$ cat src/rtl/oal_pkg.sv
// Ordered array list: shared types and codes.
// No dependencies; imported by both channel interfaces, the list memory and the top level.
package oal_pkg;

	localparam int DATA_W  = 32;
	localparam int OP_W    = 2;
	localparam int POS_W   = 5;
	localparam int STAT_W  = 2;
	localparam int FIDX_W  = 4;
	localparam int LEN_W   = 5;

	localparam logic [OP_W-1:0] OP_FIND   = 2'd0;
	localparam logic [OP_W-1:0] OP_INSERT = 2'd1;
	localparam logic [OP_W-1:0] OP_DELETE = 2'd2;

	localparam logic [STAT_W-1:0] ST_OK       = 2'd0;
	localparam logic [STAT_W-1:0] ST_FULL     = 2'd1;
	localparam logic [STAT_W-1:0] ST_BADPOS   = 2'd2;
	localparam logic [STAT_W-1:0] ST_NOTFOUND = 2'd3;

	typedef enum logic [1:0] {
		S_IDLE,
		S_SCAN,
		S_STEP,
		S_DONE
	} state_t;

endpackage

$ cat src/rtl/oal_cmd_if.sv
// Command channel of the ordered array list: valid/ready plus one command.
// Depends on oal_pkg.
interface oal_cmd_if;
	import oal_pkg::*;

	logic                     valid;
	logic                     ready;
	logic [OP_W-1:0]          op;
	logic signed [DATA_W-1:0] value;
	logic [POS_W-1:0]         position;

	modport source (output valid, output op, output value, output position, input ready);
	modport sink   (input valid, input op, input value, input position, output ready);
endinterface

$ cat src/rtl/oal_rsp_if.sv
// Response channel of the ordered array list: valid/ready plus one result.
// Depends on oal_pkg.
interface oal_rsp_if;
	import oal_pkg::*;

	logic              valid;
	logic              ready;
	logic [STAT_W-1:0] status;
	logic [FIDX_W-1:0] found_index;
	logic [LEN_W-1:0]  length;

	modport source (output valid, output status, output found_index, output length,
		input ready);
	modport sink   (input valid, input status, input found_index, input length,
		output ready);
endinterface

$ cat src/rtl/oal_mem.sv
// Entry store: one write port, one read port with registered read data.
// Depends on oal_pkg for the data width. No reset: contents undefined until written.
module oal_mem #(
	parameter int DEPTH = 16
) (
	input  logic                               clk,
	input  logic                               we,
	input  logic [$clog2(DEPTH)-1:0]           waddr,
	input  logic [oal_pkg::DATA_W-1:0]         wdata,
	input  logic [$clog2(DEPTH)-1:0]           raddr,
	output logic [oal_pkg::DATA_W-1:0]         rdata
);
	import oal_pkg::*;

	logic [DATA_W-1:0] mem_q [DEPTH];
	logic [DATA_W-1:0] rdata_q;

	always_ff @(posedge clk) begin
		if (we) begin
			mem_q[waddr] <= wdata;
		end
		rdata_q <= mem_q[raddr];
	end

	assign rdata = rdata_q;

endmodule

$ cat src/rtl/ordered_array_list_top.sv
// Ordered array list top level: command decode, sequencer and result register.
// Depends on oal_pkg, oal_cmd_if, oal_rsp_if and oal_mem.
//
//   channel | dir | beat carries
//   --------+-----+------------------------------------------
//   cmd     | in  | op, value (signed 32b), position (1-based)
//   rsp     | out | status, found_index, length
//
// One command at a time. Every entry moved or compared takes an S_SCAN
// state (read issue) and then an S_STEP state (use of the registered read
// data) on the memory read port. Find stops at the first match or at the
// end of the list; insert and delete shift the entries behind the position;
// refused commands and op 3 go straight to S_DONE.
// Reset clears the count and control only; stored entries need no clearing.
// A result waits in its register while rsp is stalled; the next command is
// accepted meanwhile and only its result hand-off waits.
module ordered_array_list_top #(
	parameter int CAPACITY = 16
) (
	input  logic  clk,
	input  logic  arst_n,
	oal_cmd_if.sink   cmd,
	oal_rsp_if.source rsp
);
	import oal_pkg::*;

	localparam int AW = (CAPACITY > 1) ? $clog2(CAPACITY) : 1;
	localparam int CW = $clog2(CAPACITY + 1);          // holds 0..CAPACITY
	localparam int PW = ((CW > POS_W) ? CW : POS_W) + 1; // compare width

	state_t state_q, state_d;

	// Command held for the length of its sequence.
	logic [OP_W-1:0]   op_q;
	logic [DATA_W-1:0] val_q;
	logic [POS_W-1:0]  pos_q;

	// Sequencer datapath.
	logic [CW-1:0]     idx_q, idx_d;
	logic [CW-1:0]     count_q, count_d;
	logic [STAT_W-1:0] st_q, st_d;
	logic [FIDX_W-1:0] fi_q, fi_d;

	// Result register.
	logic              rsp_valid_q;
	logic [STAT_W-1:0] rsp_status_q;
	logic [FIDX_W-1:0] rsp_fidx_q;
	logic [LEN_W-1:0]  rsp_len_q;
	logic              load_out;

	// Memory port.
	logic              mem_we;
	logic [AW-1:0]     mem_waddr, mem_raddr;
	logic [DATA_W-1:0] mem_wdata, mem_rdata;

	logic          cmd_fire;
	logic [PW-1:0] pos_in_w, pos_w, cnt_w, idx_w;

	assign cmd.ready = (state_q == S_IDLE);
	assign cmd_fire  = cmd.valid && cmd.ready;

	assign pos_in_w = PW'(cmd.position);
	assign pos_w    = PW'(pos_q);
	assign cnt_w    = PW'(count_q);
	assign idx_w    = PW'(idx_q);

	oal_mem #(.DEPTH(CAPACITY)) u_mem (
		.clk   (clk),
		.we    (mem_we),
		.waddr (mem_waddr),
		.wdata (mem_wdata),
		.raddr (mem_raddr),
		.rdata (mem_rdata)
	);

	always_ff @(posedge clk or negedge arst_n) begin
		if (!arst_n) begin
			state_q <= S_IDLE;
		end else begin
			state_q <= state_d;
		end
	end

	// Next state, datapath updates and memory port control.
	always_comb begin
		state_d   = state_q;
		idx_d     = idx_q;
		count_d   = count_q;
		st_d      = st_q;
		fi_d      = fi_q;
		mem_we    = 1'b0;
		mem_waddr = '0;
		mem_wdata = mem_rdata;
		mem_raddr = '0;
		load_out  = 1'b0;

		unique case (state_q)
			S_IDLE: begin
				if (cmd.valid) begin
					st_d  = ST_OK;
					fi_d  = '0;
					idx_d = '0;
					case (cmd.op)
						OP_FIND: begin
							state_d = S_SCAN;
						end
						OP_INSERT: begin
							if (cnt_w >= PW'(CAPACITY)) begin
								st_d    = ST_FULL;
								state_d = S_DONE;
							end else if (pos_in_w == '0 || pos_in_w > cnt_w + PW'(1)) begin
								st_d    = ST_BADPOS;
								state_d = S_DONE;
							end else begin
								// shift from the tail down to the insert slot
								idx_d   = count_q;
								state_d = S_SCAN;
							end
						end
						OP_DELETE: begin
							if (pos_in_w == '0 || pos_in_w > cnt_w) begin
								st_d    = ST_BADPOS;
								state_d = S_DONE;
							end else begin
								// pull entries from just past the hole upward
								idx_d   = CW'(cmd.position);
								state_d = S_SCAN;
							end
						end
						default: begin
							state_d = S_DONE;
						end
					endcase
				end
			end

			S_SCAN: begin
				case (op_q)
					OP_FIND: begin
						if (idx_w < cnt_w) begin
							mem_raddr = AW'(idx_q);
							state_d   = S_STEP;
						end else begin
							st_d    = ST_NOTFOUND;
							state_d = S_DONE;
						end
					end
					OP_INSERT: begin
						if (idx_w >= pos_w) begin
							mem_raddr = AW'(idx_q - CW'(1));
							state_d   = S_STEP;
						end else begin
							mem_we    = 1'b1;
							mem_waddr = AW'(pos_w - PW'(1));
							mem_wdata = val_q;
							count_d   = count_q + CW'(1);
							state_d   = S_DONE;
						end
					end
					OP_DELETE: begin
						if (idx_w < cnt_w) begin
							mem_raddr = AW'(idx_q);
							state_d   = S_STEP;
						end else begin
							count_d = count_q - CW'(1);
							state_d = S_DONE;
						end
					end
					default: begin
						state_d = S_DONE;
					end
				endcase
			end

			S_STEP: begin
				case (op_q)
					OP_FIND: begin
						if (mem_rdata == val_q) begin
							fi_d    = FIDX_W'(idx_q);
							state_d = S_DONE;
						end else begin
							idx_d   = idx_q + CW'(1);
							state_d = S_SCAN;
						end
					end
					OP_INSERT: begin
						mem_we    = 1'b1;
						mem_waddr = AW'(idx_q);
						idx_d     = idx_q - CW'(1);
						state_d   = S_SCAN;
					end
					OP_DELETE: begin
						mem_we    = 1'b1;
						mem_waddr = AW'(idx_q - CW'(1));
						idx_d     = idx_q + CW'(1);
						state_d   = S_SCAN;
					end
					default: begin
						state_d = S_DONE;
					end
				endcase
			end

			S_DONE: begin
				if (!rsp_valid_q || rsp.ready) begin
					load_out = 1'b1;
					state_d  = S_IDLE;
				end
			end

			default: begin
				state_d = S_IDLE;
			end
		endcase
	end

	always_ff @(posedge clk or negedge arst_n) begin
		if (!arst_n) begin
			count_q     <= '0;
			rsp_valid_q <= 1'b0;
		end else begin
			count_q <= count_d;
			if (load_out) begin
				rsp_valid_q <= 1'b1;
			end else if (rsp.ready) begin
				rsp_valid_q <= 1'b0;
			end
		end
	end

	always_ff @(posedge clk) begin
		idx_q <= idx_d;
		st_q  <= st_d;
		fi_q  <= fi_d;
		if (cmd_fire) begin
			op_q  <= cmd.op;
			val_q <= cmd.value;
			pos_q <= cmd.position;
		end
		if (load_out) begin
			rsp_status_q <= st_q;
			rsp_fidx_q   <= fi_q;
			rsp_len_q    <= LEN_W'(count_q);
		end
	end

	assign rsp.valid       = rsp_valid_q;
	assign rsp.status      = rsp_status_q;
	assign rsp.found_index = rsp_fidx_q;
	assign rsp.length      = rsp_len_q;

	// Count never passes capacity.
	a_count_cap: assert property (@(posedge clk) disable iff (!arst_n)
		PW'(count_q) <= PW'(CAPACITY))
		else $error("count above capacity");

	// Count moves by at most one per command.
	a_count_step: assert property (@(posedge clk) disable iff (!arst_n)
		!$stable(count_q) |-> (count_q == $past(count_q) + CW'(1) ||
		                      count_q == $past(count_q) - CW'(1)))
		else $error("count jumped");

	// Writes land inside the live list or one past its end (insert).
	a_write_range: assert property (@(posedge clk) disable iff (!arst_n)
		mem_we |-> PW'(mem_waddr) <= cnt_w)
		else $error("write outside list");

	// An accepted command always starts a sequence.
	a_accept_busy: assert property (@(posedge clk) disable iff (!arst_n)
		cmd_fire |=> state_q != S_IDLE)
		else $error("accepted command dropped");

	// A result is only loaded once the previous one has left or is leaving.
	a_no_overwrite: assert property (@(posedge clk) disable iff (!arst_n)
		load_out |-> (!rsp_valid_q || rsp.ready))
		else $error("result overwritten");

endmodule
$ cat src/flat_wrapper.sv
// flat-port wrapper written by rule: the top's interface ports become plain ports
module ordered_array_list_top_flat import oal_pkg::*;
#(
	parameter int CAPACITY = 16
)
  (clk, arst_n, cmd_valid, cmd_op, cmd_value, cmd_position, cmd_ready, rsp_valid, rsp_status, rsp_found_index, rsp_length, rsp_ready);
  oal_cmd_if cmd_i ();
  oal_rsp_if rsp_i ();
  input  logic clk;
  input  logic arst_n;
  input wire logic [$bits(cmd_i.valid)-1:0] cmd_valid;
  input wire logic [$bits(cmd_i.op)-1:0] cmd_op;
  input wire logic [$bits(cmd_i.value)-1:0] cmd_value;
  input wire logic [$bits(cmd_i.position)-1:0] cmd_position;
  output wire logic [$bits(cmd_i.ready)-1:0] cmd_ready;
  output wire logic [$bits(rsp_i.valid)-1:0] rsp_valid;
  output wire logic [$bits(rsp_i.status)-1:0] rsp_status;
  output wire logic [$bits(rsp_i.found_index)-1:0] rsp_found_index;
  output wire logic [$bits(rsp_i.length)-1:0] rsp_length;
  input wire logic [$bits(rsp_i.ready)-1:0] rsp_ready;
  assign cmd_i.valid = cmd_valid;
  assign cmd_i.op = cmd_op;
  assign cmd_i.value = cmd_value;
  assign cmd_i.position = cmd_position;
  assign cmd_ready = cmd_i.ready;
  assign rsp_valid = rsp_i.valid;
  assign rsp_status = rsp_i.status;
  assign rsp_found_index = rsp_i.found_index;
  assign rsp_length = rsp_i.length;
  assign rsp_i.ready = rsp_ready;
  ordered_array_list_top #(.CAPACITY(CAPACITY)) u_core (.clk(clk), .arst_n(arst_n), .cmd(cmd_i), .rsp(rsp_i));
endmodule
$ cat config.mk
export PLATFORM = sky130hd
export DESIGN_NAME = ordered_array_list_top_flat
export DESIGN_NICKNAME = d
export VERILOG_FILES = /design/src/rtl/oal_pkg.sv /design/src/rtl/oal_cmd_if.sv /design/src/rtl/oal_rsp_if.sv /design/src/rtl/oal_mem.sv /design/src/rtl/ordered_array_list_top.sv /design/src/flat_wrapper.sv
export SDC_FILE = /design/constraint.sdc
export NUM_CORES = 1
export LEC_CHECK = 0
export ABC_CLOCK_PERIOD_IN_PS = 9400
export BUFFER_PORTS_ARGS = -buffer_cell sky130_fd_sc_hd__clkbuf_2
export CAP_MARGIN = 5
export CORE_MARGIN = 5
export CORE_UTILIZATION = 55
export DETAILED_ROUTE_END_ITERATION = 6
export PLACE_DENSITY = 0.71
export RECOVER_POWER = 50
export SETUP_SLACK_MARGIN = 0.4
export SYNTH_ARGS = -nofsm -noshare
export SYNTH_HDL_FRONTEND = slang
export SYNTH_SLANG_ARGS = --single-unit
$ cat constraint.sdc
create_clock -name clk -period 9.4 [get_ports clk]
set_input_delay 1.88 -clock clk [delete_from_list [all_inputs] [get_ports clk]]
set_output_delay 1.88 -clock clk [all_outputs]
set_load 0.005 [all_outputs]
==> results.toml <==
[synth]
synth_xor_area_frac = 0.01548
syn_nets = 1896
synth_top_family_by_area = "compound AO/OA/AOI/OAI gates"
synth_cell_type_count = 60
synthSimpleGateAreaFrac = 0.04248
synth_compound_area_frac = 0.2111
synth_edf_count = 573
syn_area_um2 = 27160
synth_top_area_share = 0.6336
async_flop_share = 0.01305
ys_warn_count = 0
ys_top_cells_by_area = "edfxtp_1 (63%), a221oi_1 (8.3%), a21boi_0 (7.0%), a2bb2oi_1 (3.0%), dfxtp_1 (2.4%)"
syn_avg_cell_area_um2 = 14.97
synthCells = 1814
synth_top_area_cell = "edfxtp_1"
yosysSeqAreaShare = 0.6645
ys.flop_type = "edfxtp_1"
muxShareOfSynthArea = 0.01484
ys_ff_latch = 613
synth_adder_area_share = 0.01824

[grt]
grt_usage = 0.2558
overflow = 0
antenna_found_initial = 0
grt_pass1_wl_mm = 106.6
grt_pass1_vias = 17120
grt_max_degree = 265

[drt]
drt-initial-drc-count = 2104
wl_mm = 70.20
ant_nets = 0
wl_per_cell_um = 28.00
dr_total_vias = 17170
avgViaCountPerCell = 6.849
dr.pass1.iters = 5
drc = 0

[floorplanning]
die_h_um = 232.2
start_util = 0.5559
die_x_um = 232.2
rows = 81
core-area_um2 = 48850
ios = 56
die_area_um2 = 53920

[clocking]
holdBufCountCts = 0
cts-resized-gates = 0
cts.sinks = 613
post_cts_buffers = 0
htreeDepth = 2
path_clk_slew_ps = 60
cts_tree = "done"
insertion_delay_ps = 640
root_buffer = "clkbuf_16"
cts_buffers = 61
clock_path_buffers = 3

[worst_hold_path]
hold_path.class = "flip-flop to flip-flop"

[layout]
layout-drive-gt1-share = 0.1303
syn_to_final_growth_pct = 10.10
final_area_um2 = 29900
fin_nets = 1872

[power_and_ir_drop]
power.density_nw_per_um2 = 286.6
vdd_drop_max_v = 0.0002974
p_leak_uw = 0.009678
design_power_total_uw = 8571

[critical_path]
required_ps = 9910
end_kind = "flip-flop"
arrival_ps = 6050
cpLargestDelayFamily = "compound AO/OA/AOI/OAI gates"
critPathBufInv = 2
cpMaxStageDelayCell = "buf_4"
cpMostUsedCell = "buf_4"
slowest_delay_ps = 830
cp_max_fo = 101
crit_type = "flip-flop to flip-flop"
cp-start-kind = "flip-flop"
path_cells = "ha_1 > or2_1 > a2111oi_4 > a21o_4 > buf_4 > buf_4 > a21boi_0 > a221oi_1 > a2bb2oi_1 > nor4b_2"

[place]
dpl_cell_area_um2 = 27930
hpwl_mm = 36.69
gp_congestion = 0.8383
portBuffers = 55

[timing]
worstMarginPinSlew_ps = 2829
hold_violations = 0
period_minus_slack_ps = 5533
period_share = 0.5886
rsz0062_at_grt = "false"
maxSlewHeadroom = -0.8858
holdWs_ps = 421.1
setup_viol = 0
tns_ps = 0
max_freq_mhz = 180.7
final_max_slew_viol_count = 40
finClkSkew_ps = 26.82

[status]
violations = "capacitance limit, slew limit"
outcome = "complete, but fails checks"

[run]
maxCapViolations = 1
## power breakdown
part / internal, uW / total, uW / switching, uW / leakage [uW]
Clock: 1380 / 2430 / 1050 / 0.000975
Sequential: 3670 / 3840 / 174 / 0.00555
Combinational: 698 / 2300 / 1600 / 0.00316
## cell families after synthesis
group                      count (synthesis)
DFF                                      613
AOI/OAI and AO/OA                        716
buffers and inverters                    202
xor gates and xnor gates                  48
and+or+nand+nor                          161
muxes                                     35
adders and majority gates                 39
## layer usage
metal / vias up / part of all wire / track usage / routed length [um]
met3: 149 / 0.080 / 0.03681 / 5630
met2: 888 / 0.47 / 0.4067 / 33290
met5: - / 0 / 0 / 0
li1: 7435 / - / - / -
met4: 0 / 0.032 / 0.08881 / 2222
met1: 8698 / 0.41 / 0.3665 / 29060
## registers in the layout (all words and copies together) (netlist names), 4 cells and up
| signal | cells |
|---|---|
| u_core.pos_q | 5 |
| u_core.fi_q | 4 |
| u_core.u_mem.mem_q | 512 |
| u_core.rsp.length | 5 |
| u_core.idx_q | 5 |
| u_core.u_mem.rdata | 32 |
| u_core.count_q | 5 |
| u_core.val_q | 32 |
| u_core.rsp.found_index | 4 |
## synthesized netlist by cell type, types with 7 or more instances
cell type,number
a21boi_0,255
xor2_1,31
xnor2_1,17
a2bb2oi_1,93
nor2_1,31
clkbuf_1,83
and2_1,9
buf_2,77
a21o_1,7
dfrtp_1,8
dfxtp_1,32
o21ai_0,46
nand2_1,26
ha_1,38
nor4b_2,31
mux2_2,32
inv_1,27
a21oi_1,14
edfxtp_1,573
a221oi_1,258
nor4_1,10
nand3_1,11
nor3_1,11
## through the flow
step / setup slack, ps / instances / utilization
2_1_floorplan: 4273 / 1814 / -
3_5_place_dp: 3929 / 2391 / 0.5717
6_report: 3867 / 2507 / 0.6121
5_1_grt: 3498 / 2506 / 0.6121
3_3_place_gp: 3975 / 2391 / 0.5717
4_1_cts: 3905 / 2506 / 0.6125
## worst paths after layout
check                                             start                              to  slack [ps]  cells after the start
hold reg to reg            u_core.st_q[1]$_SDFFCE_PP1P_  u_core.rsp.status[1]$_DFFE_PP_         420                      0
setup reg to reg              u_core.idx_q[3]$_DFFE_PP_  u_core.u_mem.rdata[31]$_DFF_P_        3870                     10
min in group asynchronous                        arst_n   u_core.count_q[4]$_DFFE_PN0P_        1200                      1
setup / recovery              u_core.idx_q[3]$_DFFE_PP_  u_core.u_mem.rdata[31]$_DFF_P_        3870                     10
max in group asynchronous                        arst_n   u_core.count_q[3]$_DFFE_PN0P_        7850                      1
hold / removal             u_core.st_q[1]$_SDFFCE_PP1P_  u_core.rsp.status[1]$_DFFE_PP_         420                      0
## cell usage in the layout (no fill, tap or decap), types with 19 or more instances in the layout
cell,synthesis,routed
edfxtp_1,573,573
a221oi_1,258,258
a21boi_0,255,255
a2bb2oi_1,93,93
clkbuf_16,0,62
o21ai_0,46,47
clkbuf_2,0,40
ha_1,38,38
dfxtp_1,32,32
nor4b_2,31,31
xor2_1,31,31
clkbuf_1,83,31
buf_4,3,30
mux2_1,0,29
inv_1,27,27
nand2_1,26,25
nor2_1,31,19
## cell type report
class	count	area, um2
clock inverter	34	332.8
antenna	1	2.502
clock buffer	81	1663
timing repair buffer	87	505.5
fill	3671	18950
tap	664	830.8
inverter	28	105.1
multi-input combinational	999	8414
sequential	613	18050
(Power assumes the default switching activity.)
